[src/rtl/mws_pkg.sv]
`timescale 1ns / 1ps

package mws_pkg;

    localparam int TARGET_DEPTH = 16;
    localparam int IDX_W        = $clog2(TARGET_DEPTH);
    localparam int COUNT_W      = IDX_W + 1;

    localparam int ANGLE_W = 20;
    localparam int VEL_W   = 23;
    localparam int CUR_W   = 16;
    localparam int TEMP_W  = 8;
    localparam int CODE_W  = 8;
    localparam int CNT16_W = 16;
    localparam int MOVE_W  = 15;
    localparam int KIND_W  = 2;
    localparam int STAT_W  = 3;

    localparam int APB_AW = 5;
    localparam int APB_DW = 32;

    localparam logic signed [TEMP_W-1:0] MAX_TEMPERATURE = 8'sd80;

    localparam logic [2:0] REG_MIN_ANGLE = 3'd0;
    localparam logic [2:0] REG_MAX_ANGLE = 3'd1;
    localparam logic [2:0] REG_REACH_CNT = 3'd2;
    localparam logic [2:0] REG_MOVE_SPD  = 3'd3;
    localparam logic [2:0] REG_MOVE_ACC  = 3'd4;
    localparam logic [2:0] REG_POS_TOL   = 3'd5;
    localparam logic [2:0] REG_VEL_TOL   = 3'd6;
    localparam logic [2:0] REG_CUR_LIM   = 3'd7;

    localparam logic signed [ANGLE_W-1:0] RST_MIN_ANGLE = 20'sd0;
    localparam logic signed [ANGLE_W-1:0] RST_MAX_ANGLE = 20'sd9000;
    localparam logic [CNT16_W-1:0]        RST_REACH_CNT = 16'd100;
    localparam logic [MOVE_W-1:0]         RST_MOVE_SPD  = 15'd10000;
    localparam logic [MOVE_W-1:0]         RST_MOVE_ACC  = 15'd1000;
    localparam logic [CNT16_W-1:0]        RST_POS_TOL   = 16'd50;
    localparam logic [CNT16_W-1:0]        RST_VEL_TOL   = 16'd20;
    localparam logic [CNT16_W-1:0]        RST_CUR_LIM   = 16'd1600;

    localparam logic OP_FEEDBACK = 1'b0;
    localparam logic OP_LOAD     = 1'b1;

    localparam logic [KIND_W-1:0] KIND_NONE = 2'd0;
    localparam logic [KIND_W-1:0] KIND_MOVE = 2'd1;
    localparam logic [KIND_W-1:0] KIND_STOP = 2'd2;

    localparam logic [STAT_W-1:0] ST_OK          = 3'd0;
    localparam logic [STAT_W-1:0] ST_FAULT       = 3'd1;
    localparam logic [STAT_W-1:0] ST_RANGE       = 3'd2;
    localparam logic [STAT_W-1:0] ST_OVERCURRENT = 3'd3;
    localparam logic [STAT_W-1:0] ST_ORIGIN      = 3'd4;
    localparam logic [STAT_W-1:0] ST_HOMING      = 3'd5;
    localparam logic [STAT_W-1:0] ST_LOAD_REJECT = 3'd6;
    localparam logic [STAT_W-1:0] ST_BAD_TARGET  = 3'd7;

    typedef logic signed [ANGLE_W-1:0] angle_t;

endpackage

[src/rtl/motor_waypoint_sequencer.sv]
`timescale 1ns / 1ps

// channel   direction  transaction            handshake
// s_*       in         feedback sample/load   s_valid / s_ready
// m_*       out        command + status       m_valid / m_ready
// apb       in         config register r/w    psel / penable / pready
//
// One transaction per cycle sustained while m_ready is high; data passes an
// input register, then a result register. All checks, the phase sequencer
// and the target table update sit between those two registers. Reset is
// synchronous and clears config to defaults, phase state and the target
// table. A stall on m_ready holds the result register; s_ready drops once
// the input register is also full.

module motor_waypoint_sequencer (
    input  logic                                aclk,
    input  logic                                aresetn,

    input  logic                                s_valid,
    output logic                                s_ready,
    input  logic                                s_opcode,
    input  logic signed [mws_pkg::ANGLE_W-1:0]  s_position,
    input  logic signed [mws_pkg::VEL_W-1:0]    s_velocity,
    input  logic signed [mws_pkg::CUR_W-1:0]    s_current,
    input  logic signed [mws_pkg::TEMP_W-1:0]   s_temperature,
    input  logic [mws_pkg::CODE_W-1:0]          s_fault_code,
    input  logic [3:0]                          s_entry_index,
    input  logic signed [mws_pkg::ANGLE_W-1:0]  s_target_value,
    input  logic                                s_entry_last,

    output logic                                m_valid,
    input  logic                                m_ready,
    output logic [mws_pkg::KIND_W-1:0]          m_command_kind,
    output logic signed [mws_pkg::ANGLE_W-1:0]  m_command_position,
    output logic [mws_pkg::MOVE_W-1:0]          m_command_speed,
    output logic [mws_pkg::MOVE_W-1:0]          m_command_accel,
    output logic                                m_reached_flag,
    output logic [mws_pkg::STAT_W-1:0]          m_status,

    input  logic                                psel,
    input  logic                                penable,
    input  logic                                pwrite,
    input  logic [mws_pkg::APB_AW-1:0]          paddr,
    input  logic [mws_pkg::APB_DW-1:0]          pwdata,
    output logic [mws_pkg::APB_DW-1:0]          prdata,
    output logic                                pready
);

    import mws_pkg::*;

    // config registers
    angle_t               min_angle_reg;
    angle_t               max_angle_reg;
    logic [CNT16_W-1:0]   reach_count_reg;
    logic [MOVE_W-1:0]    move_speed_reg;
    logic [MOVE_W-1:0]    move_accel_reg;
    logic [CNT16_W-1:0]   pos_tol_reg;
    logic [CNT16_W-1:0]   vel_tol_reg;
    logic [CNT16_W-1:0]   cur_lim_reg;

    logic                 cfg_wr;
    logic [2:0]           cfg_idx;

    // input register
    logic                 in_valid_reg;
    logic                 opcode_reg;
    angle_t               position_reg;
    logic signed [VEL_W-1:0]  velocity_reg;
    logic signed [CUR_W-1:0]  current_reg;
    logic signed [TEMP_W-1:0] temperature_reg;
    logic [CODE_W-1:0]    fault_code_reg;
    logic [3:0]           entry_index_reg;
    angle_t               target_value_reg;
    logic                 entry_last_reg;

    // sequencer state
    logic                 origin_reg, origin_next;
    logic                 homed_reg, homed_next;
    logic [IDX_W-1:0]     ptr_reg, ptr_next;
    logic [CNT16_W-1:0]   settle_reg, settle_next;
    logic                 reached_reg, reached_next;
    logic                 loading_reg, loading_next;
    logic [COUNT_W-1:0]   count_reg, count_next;
    angle_t               table_reg [TARGET_DEPTH];
    logic                 tbl_we;

    // result register
    logic                 out_valid_reg;
    logic [KIND_W-1:0]    kind_reg, kind_next;
    angle_t               cmd_pos_reg, cmd_pos_next;
    logic [MOVE_W-1:0]    cmd_spd_reg, cmd_spd_next;
    logic [MOVE_W-1:0]    cmd_acc_reg, cmd_acc_next;
    logic                 rflag_reg;
    logic [STAT_W-1:0]    status_reg, status_next;

    logic                 in_load;
    logic                 out_load;

    // datapath
    logic [IDX_W-1:0]     wr_idx;
    logic signed [CUR_W:0]     cur_ext;
    logic [CUR_W:0]            cur_mag;
    logic signed [ANGLE_W:0]   pos_ext;
    logic [ANGLE_W:0]          pos_mag;
    logic signed [VEL_W:0]     vel_ext;
    logic [VEL_W:0]            vel_mag;
    logic signed [ANGLE_W:0]   diff;
    logic [ANGLE_W:0]          diff_mag;
    angle_t               target;
    logic                 near_zero;
    logic                 in_tol;
    logic                 val_bad;
    logic [CNT16_W-1:0]   settle_inc;
    logic [IDX_W-1:0]     ptr_inc;
    logic [COUNT_W-1:0]   count_dec;

    // ---------------- APB ----------------
    assign pready  = 1'b1;
    assign cfg_idx = paddr[APB_AW-1:2];
    assign cfg_wr  = psel && penable && pwrite;

    always_comb begin
        unique case (cfg_idx)
            REG_MIN_ANGLE: prdata = APB_DW'(min_angle_reg);
            REG_MAX_ANGLE: prdata = APB_DW'(max_angle_reg);
            REG_REACH_CNT: prdata = APB_DW'(reach_count_reg);
            REG_MOVE_SPD:  prdata = APB_DW'(move_speed_reg);
            REG_MOVE_ACC:  prdata = APB_DW'(move_accel_reg);
            REG_POS_TOL:   prdata = APB_DW'(pos_tol_reg);
            REG_VEL_TOL:   prdata = APB_DW'(vel_tol_reg);
            REG_CUR_LIM:   prdata = APB_DW'(cur_lim_reg);
            default:       prdata = '0;
        endcase
    end

    always_ff @(posedge aclk) begin
        if (!aresetn) begin
            min_angle_reg   <= RST_MIN_ANGLE;
            max_angle_reg   <= RST_MAX_ANGLE;
            reach_count_reg <= RST_REACH_CNT;
            move_speed_reg  <= RST_MOVE_SPD;
            move_accel_reg  <= RST_MOVE_ACC;
            pos_tol_reg     <= RST_POS_TOL;
            vel_tol_reg     <= RST_VEL_TOL;
            cur_lim_reg     <= RST_CUR_LIM;
        end else if (cfg_wr) begin
            unique case (cfg_idx)
                REG_MIN_ANGLE: min_angle_reg   <= pwdata[ANGLE_W-1:0];
                REG_MAX_ANGLE: max_angle_reg   <= pwdata[ANGLE_W-1:0];
                REG_REACH_CNT: reach_count_reg <= pwdata[CNT16_W-1:0];
                REG_MOVE_SPD:  move_speed_reg  <= pwdata[MOVE_W-1:0];
                REG_MOVE_ACC:  move_accel_reg  <= pwdata[MOVE_W-1:0];
                REG_POS_TOL:   pos_tol_reg     <= pwdata[CNT16_W-1:0];
                REG_VEL_TOL:   vel_tol_reg     <= pwdata[CNT16_W-1:0];
                REG_CUR_LIM:   cur_lim_reg     <= pwdata[CNT16_W-1:0];
                default: ;
            endcase
        end
    end

    // ---------------- handshake ----------------
    assign out_load = in_valid_reg && (!out_valid_reg || m_ready);
    assign s_ready  = !in_valid_reg || out_load;
    assign in_load  = s_valid && s_ready;

    always_ff @(posedge aclk) begin
        if (!aresetn) begin
            in_valid_reg  <= 1'b0;
            out_valid_reg <= 1'b0;
        end else begin
            if (in_load) begin
                in_valid_reg <= 1'b1;
            end else if (out_load) begin
                in_valid_reg <= 1'b0;
            end
            if (out_load) begin
                out_valid_reg <= 1'b1;
            end else if (m_ready) begin
                out_valid_reg <= 1'b0;
            end
        end
    end

    always_ff @(posedge aclk) begin
        if (in_load) begin
            opcode_reg       <= s_opcode;
            position_reg     <= s_position;
            velocity_reg     <= s_velocity;
            current_reg      <= s_current;
            temperature_reg  <= s_temperature;
            fault_code_reg   <= s_fault_code;
            entry_index_reg  <= s_entry_index;
            target_value_reg <= s_target_value;
            entry_last_reg   <= s_entry_last;
        end
    end

    // ---------------- checks ----------------
    assign wr_idx   = entry_index_reg[IDX_W-1:0];
    assign target   = table_reg[ptr_reg];

    assign cur_ext  = {current_reg[CUR_W-1], current_reg};
    assign cur_mag  = cur_ext[CUR_W] ? (CUR_W+1)'(-cur_ext) : (CUR_W+1)'(cur_ext);
    assign pos_ext  = {position_reg[ANGLE_W-1], position_reg};
    assign pos_mag  = pos_ext[ANGLE_W] ? (ANGLE_W+1)'(-pos_ext) : (ANGLE_W+1)'(pos_ext);
    assign vel_ext  = {velocity_reg[VEL_W-1], velocity_reg};
    assign vel_mag  = vel_ext[VEL_W] ? (VEL_W+1)'(-vel_ext) : (VEL_W+1)'(vel_ext);
    assign diff     = pos_ext - {target[ANGLE_W-1], target};
    assign diff_mag = diff[ANGLE_W] ? (ANGLE_W+1)'(-diff) : (ANGLE_W+1)'(diff);

    assign near_zero = (pos_mag < (ANGLE_W+1)'(pos_tol_reg)) &&
                       (vel_mag < (VEL_W+1)'(vel_tol_reg));
    assign in_tol    = diff_mag < (ANGLE_W+1)'(pos_tol_reg);
    assign val_bad   = (target_value_reg < min_angle_reg) ||
                       (target_value_reg > max_angle_reg) ||
                       ({1'b0, entry_index_reg} >= 5'(TARGET_DEPTH));

    assign settle_inc = (settle_reg != {CNT16_W{1'b1}}) ? settle_reg + 1'b1 : settle_reg;
    assign ptr_inc    = ptr_reg + 1'b1;
    assign count_dec  = count_reg - 1'b1;

    // ---------------- sequencer ----------------
    always_comb begin
        origin_next  = origin_reg;
        homed_next   = homed_reg;
        ptr_next     = ptr_reg;
        settle_next  = settle_reg;
        reached_next = reached_reg;
        loading_next = loading_reg;
        count_next   = count_reg;
        tbl_we       = 1'b0;
        kind_next    = KIND_NONE;
        cmd_pos_next = '0;
        cmd_spd_next = '0;
        cmd_acc_next = '0;
        status_next  = ST_OK;

        if (opcode_reg == OP_LOAD) begin
            priority if (!loading_reg && !(origin_reg && reached_reg)) begin
                status_next = ST_LOAD_REJECT;
            end else if (val_bad) begin
                loading_next = 1'b0;
                status_next  = ST_BAD_TARGET;
            end else begin
                tbl_we       = 1'b1;
                loading_next = 1'b1;
                if (entry_last_reg) begin
                    count_next   = COUNT_W'(entry_index_reg) + 1'b1;
                    ptr_next     = '0;
                    reached_next = 1'b0;
                    loading_next = 1'b0;
                end
            end
        end else begin
            priority if (temperature_reg > MAX_TEMPERATURE || fault_code_reg != '0) begin
                kind_next   = KIND_STOP;
                status_next = ST_FAULT;
            end else if (position_reg < min_angle_reg || position_reg > max_angle_reg) begin
                kind_next   = KIND_STOP;
                status_next = ST_RANGE;
            end else if (cur_mag > (CUR_W+1)'(cur_lim_reg)) begin
                kind_next   = KIND_STOP;
                status_next = ST_OVERCURRENT;
            end else if (!origin_reg) begin
                status_next = ST_ORIGIN;
                if (near_zero) begin
                    origin_next = 1'b1;
                end
            end else if (!homed_reg) begin
                kind_next    = KIND_MOVE;
                cmd_spd_next = move_speed_reg;
                cmd_acc_next = move_accel_reg;
                status_next  = ST_HOMING;
                if (near_zero) begin
                    homed_next   = 1'b1;
                    reached_next = 1'b1;
                end
            end else begin
                kind_next    = KIND_MOVE;
                cmd_pos_next = target;
                cmd_spd_next = move_speed_reg;
                cmd_acc_next = move_accel_reg;
                if (in_tol) begin
                    if (settle_inc >= reach_count_reg) begin
                        settle_next  = '0;
                        reached_next = 1'b1;
                        if (ptr_inc == '0 || COUNT_W'(ptr_inc) >= count_reg) begin
                            ptr_next = (count_reg != '0) ? count_dec[IDX_W-1:0] : '0;
                        end else begin
                            ptr_next = ptr_inc;
                        end
                    end else begin
                        settle_next = settle_inc;
                    end
                end else begin
                    settle_next  = '0;
                    reached_next = 1'b0;
                end
            end
        end
    end

    always_ff @(posedge aclk) begin
        if (!aresetn) begin
            origin_reg  <= 1'b0;
            homed_reg   <= 1'b0;
            ptr_reg     <= '0;
            settle_reg  <= '0;
            reached_reg <= 1'b1;
            loading_reg <= 1'b0;
            count_reg   <= COUNT_W'(1);
            for (int i = 0; i < TARGET_DEPTH; i++) begin
                table_reg[i] <= '0;
            end
        end else if (out_load) begin
            origin_reg  <= origin_next;
            homed_reg   <= homed_next;
            ptr_reg     <= ptr_next;
            settle_reg  <= settle_next;
            reached_reg <= reached_next;
            loading_reg <= loading_next;
            count_reg   <= count_next;
            if (tbl_we) begin
                table_reg[wr_idx] <= target_value_reg;
            end
        end
    end

    always_ff @(posedge aclk) begin
        if (out_load) begin
            kind_reg    <= kind_next;
            cmd_pos_reg <= cmd_pos_next;
            cmd_spd_reg <= cmd_spd_next;
            cmd_acc_reg <= cmd_acc_next;
            rflag_reg   <= reached_next;
            status_reg  <= status_next;
        end
    end

    assign m_valid            = out_valid_reg;
    assign m_command_kind     = kind_reg;
    assign m_command_position = cmd_pos_reg;
    assign m_command_speed    = cmd_spd_reg;
    assign m_command_accel    = cmd_acc_reg;
    assign m_reached_flag     = rflag_reg;
    assign m_status           = status_reg;

    // ---------------- assertions ----------------
    a_count_nonzero: assert property (@(posedge aclk) disable iff (!aresetn)
        count_reg != '0 && count_reg <= COUNT_W'(TARGET_DEPTH))
        else $error("target count out of range");

    a_ptr_in_table: assert property (@(posedge aclk) disable iff (!aresetn)
        COUNT_W'(ptr_reg) < count_reg)
        else $error("target pointer beyond loaded table");

    a_homed_after_origin: assert property (@(posedge aclk) disable iff (!aresetn)
        homed_reg |-> origin_reg)
        else $error("homed without origin confirmation");

    a_stop_status: assert property (@(posedge aclk) disable iff (!aresetn)
        (out_valid_reg && kind_reg == KIND_STOP) |->
        ((status_reg == ST_FAULT || status_reg == ST_RANGE ||
          status_reg == ST_OVERCURRENT) && cmd_spd_reg == '0 && cmd_pos_reg == '0))
        else $error("stop command with wrong status or payload");

endmodule

[config.mk]
export PLATFORM = sky130hd
export DESIGN_NAME = motor_waypoint_sequencer
export DESIGN_NICKNAME = d
export VERILOG_FILES = /design/src/rtl/mws_pkg.sv /design/src/rtl/motor_waypoint_sequencer.sv
export SDC_FILE = /design/constraint.sdc
export NUM_CORES = 1
export LEC_CHECK = 0
export BUFFER_PORTS_ARGS = -buffer_cell sky130_fd_sc_hd__buf_2
export CORE_MARGIN = 4
export CORE_UTILIZATION = 50
export CTS_BUF_LIST = sky130_fd_sc_hd__clkbuf_8
export CTS_CLUSTER_SIZE = 24
export DETAILED_ROUTE_END_ITERATION = 8
export GPL_TIMING_DRIVEN = 0
export HOLD_SLACK_MARGIN = 0.02
export PLACE_DENSITY = 0.71
export SLEW_MARGIN = 20
export SYNTH_ARGS = -nofsm -noshare
export SYNTH_HDL_FRONTEND = slang
export SYNTH_SLANG_ARGS = --single-unit
[constraint.sdc]
create_clock -name aclk -period 6.8 [get_ports aclk]
set_clock_uncertainty 0.2 [all_clocks]
set_input_delay 0.68 -clock aclk [delete_from_list [all_inputs] [get_ports aclk]]
set_output_delay 0.68 -clock aclk [all_outputs]
set_load 0.005 [all_outputs]
==> metrics.cfg <==
[outcome]
outcome = complete, but fails checks
failed_checks = negative setup slack

[clocking]
cts_tree = yes
cts_max_level = 3
cts-buffers-inserted = 106
clock-sinks = 646
worstSkewPairLatency_ns = 0.76
cts_root_buf = clkbuf_8
clk_pin_slew_worst_paths_ns = 0.06
clock_path_buffers = 3

[sta]
fmax_mhz = 142
timing.hold.ws_ns = 0.0745
setup_viol = 22
final_max_slew_viol_count = 0
tightest_slew_ns = 1.31
hold_violations = 0
setup_tns_ns = -4.55
fin_ws_ns = -0.256
fin_crit_sh_pct = 104
min_period_ns = 7.06
rsz0062_at_grt = true
slew_headroom_pct = 13.0

[finish]
num-nets-final = 3926
largest_register_ffs = 320
nFillCells = 5434
syn_to_final_growth_pct = 19.1
final_cell_area_sq_um = 40200
drive_gt1_share_pct = 17.8

[global_routing]
antenna_found_initial = 6
grt_util_all_layers_pct = 30.7
grt_max_degree = 52
grt_pass1_vias = 26100
grt_first_pass_wirelength_mm = 164
grt-ovfl-total = 0

[logic_synthesis]
synth_top_family_by_area = simple AND/OR/NAND/NOR gates
synth.top_cell.area_share_pct = 42.4
synthesis.nets = 3469
ys_top_cells_by_count = edfxtp_1, nand2_1, nor2_1
synthSimpleGateAreaFrac_pct = 15.8
synthXorXnorAreaFrac_pct = 2.00
postSynthCellCount = 3131
synth_edf_count = 477
yosysTopAreaCell = edfxtp_1
synth.avg_cell_area_sq_um = 10.8
synthArstFlopShare_pct = 0
yosysWarnings = 0
synthMuxAreaShare_pct = 8.04
synth_compound_area_share_pct = 10.6
synth_fa_ha_area_share_pct = 7.18
synth-main-ff-cell = edfxtp_1
yosysMostFrequentCell = edfxtp_1
syn_area_sq_um = 33800
synthDistinctLibCells = 84
synthTopCellsByArea = edfxtp_1, dfxtp_1, mux4_2
ys_seq_area_share_pct = 52.5
yosys_register_bits = 646

[floorplan]
die_area_sq_um = 71700
core_area_sq_um = 66300
die_w_um = 268
die_h_um = 268
ioPinCount = 236
initial_core_util_pct = 50.9
core.rowCount = 94

[critical_path]
cp_max_fo = 5
startpoint_type = flop
crit_arrival_ns = 7.45
crit_required_ns = 7.20
critPathKind = flop to flop
crit_path_end_kind = flop

[hold_path]
hold_path_class = input port to flop

[route]
drc = 0
vias = 27200
drtIter0Drc = 3359
final_antenna_net_count = 0
viasPerCell = 5.99
wl_mm = 112
wire_per_inst_um = 24.6
drt_pass1_iterations = 6

[pwr]
power_leakage_nw = 14.7
powerDensity_nw_per_um2 = 216
peakVddDrop_mv = 0.199

[job]
drv_cap = 0

[placement]
io_buffers = 203
hpwl_mm = 79.8
place_ws_ns = -1.84
post_dp_cell_area_sq_um = 36300
place_congestion = 0.982

==> power breakdown <==
part	leakage (nW)	internal [W]	switching [W]	total, W
Combinational	7.37	0.000396	0.000581	0.000977
Clock	1.18	0.00161	0.00164	0.00326
Sequential	6.19	0.00435	0.000111	0.00446
Total	14.7	0.00635	0.00234	0.00869
==> cell families after synthesis <==
group,after synthesis
simple gates,1206
flops,646
compound gates,537
buf+inv,335
fa+ha+maj,193
mux,136
xor+xnor,77
other cells,1
==> path summary, 6_finish.rpt <==
kind / from / to / slack, ns / depth (start not counted)
worst min-delay path: pwdata[19] / min_angle_reg[19]$_SDFFE_PN0P_ / 0.07 / 3
worst max register to register: flop / flop / -0.26 / 24
worst max-delay path: flop / flop / -0.26 / 24
worst min register to register: max_angle_reg[14]$_SDFFE_PN0P_ / max_angle_reg[14]$_SDFFE_PN0P_ / 0.27 / 2
==> critical path, cell delays in order, from the launching register on <==
cell and delay, ns:
dfxtp_4 0.39, clkbuf_16 0.18, buf_12 0.13, mux4_2 0.53, mux4_2 0.60, ha_4 0.22, fa_2 0.35, nand2b_4 0.17
a21oi_4 0.22, buf_4 0.16, a221o_1 0.16, nor2_1 0.08, or4b_4 0.54, or4b_4 0.55, o21ai_2 0.14, xnor2_1 0.15
ha_1 0.26, o21ai_1 0.09, a31oi_1 0.08, a211oi_2 0.22, o211ai_1 0.11, or3_4 0.35, or4_4 0.46, a32o_2 0.32
a22o_1 0.23
==> through the flow <==
stage	power [W]	utilization, %	cells
after floorplan	0.00503	-	3131
final	0.00869	60.6	4542
after CTS	0.00865	60.2	4526
after detailed placement	0.00538	54.8	4210
after global routing	0.00899	60.6	4539
after global placement	0.00535	54.1	4198
==> cells in the final DEF (no fill, tap or decap), types with 25 or more instances in the layout <==
cell type / count
o21ai_0: 81
o211ai_1: 31
nand2b_1: 34
clkbuf_1: 122
and2_1: 44
nand2_1: 459
ha_1: 185
xnor2_1: 62
buf_2: 205
mux4_2: 108
dlygate4sd3_1: 104
nor3_1: 27
mux2i_1: 26
a21boi_0: 82
a21oi_1: 111
dfxtp_1: 167
clkbuf_8: 115
nand3_1: 52
nand4_1: 25
buf_4: 44
edfxtp_1: 477
a21o_1: 46
nor4_1: 36
nor2_1: 421
inv_1: 193
==> timing repair <==
action,in CTS,in global routing
cloned,2,1
hold endpoints to repair,105,0
endpoints found under the setup margin,26,26
setup buffers,21,10
gates resized for setup,91,35
pin swaps,23,21
hold buffers,104,0
==> cell type report <==
cell class | count | area (sq um) | share of cell area [%]
inverter | 155 | 584 | 1.45
tap | 864 | 1080 | 2.69
sequential | 646 | 17700 | 44.1
clock buffer | 115 | 1580 | 3.94
antenna | 7 | 17.5 | 0.0436
multi-input combinational | 2150 | 15300 | 38.0
buffer | 176 | 915 | 2.27
timing repair buffer | 353 | 2610 | 6.50
clock inverter | 76 | 414 | 1.03
==> layer usage <==
layer / vias to the layer above / GRT usage [%] / share of wire, %
li1: 12200 / - / -
met1: 13200 / 42.6 / 39
met2: 1496 / 48.2 / 46
met3: 271 / 6.46 / 11
met4: 2 / 11.2 / 3.8
met5: - / 0 / 0.012
No activity file was read; power rests on OpenSTA's default activity.
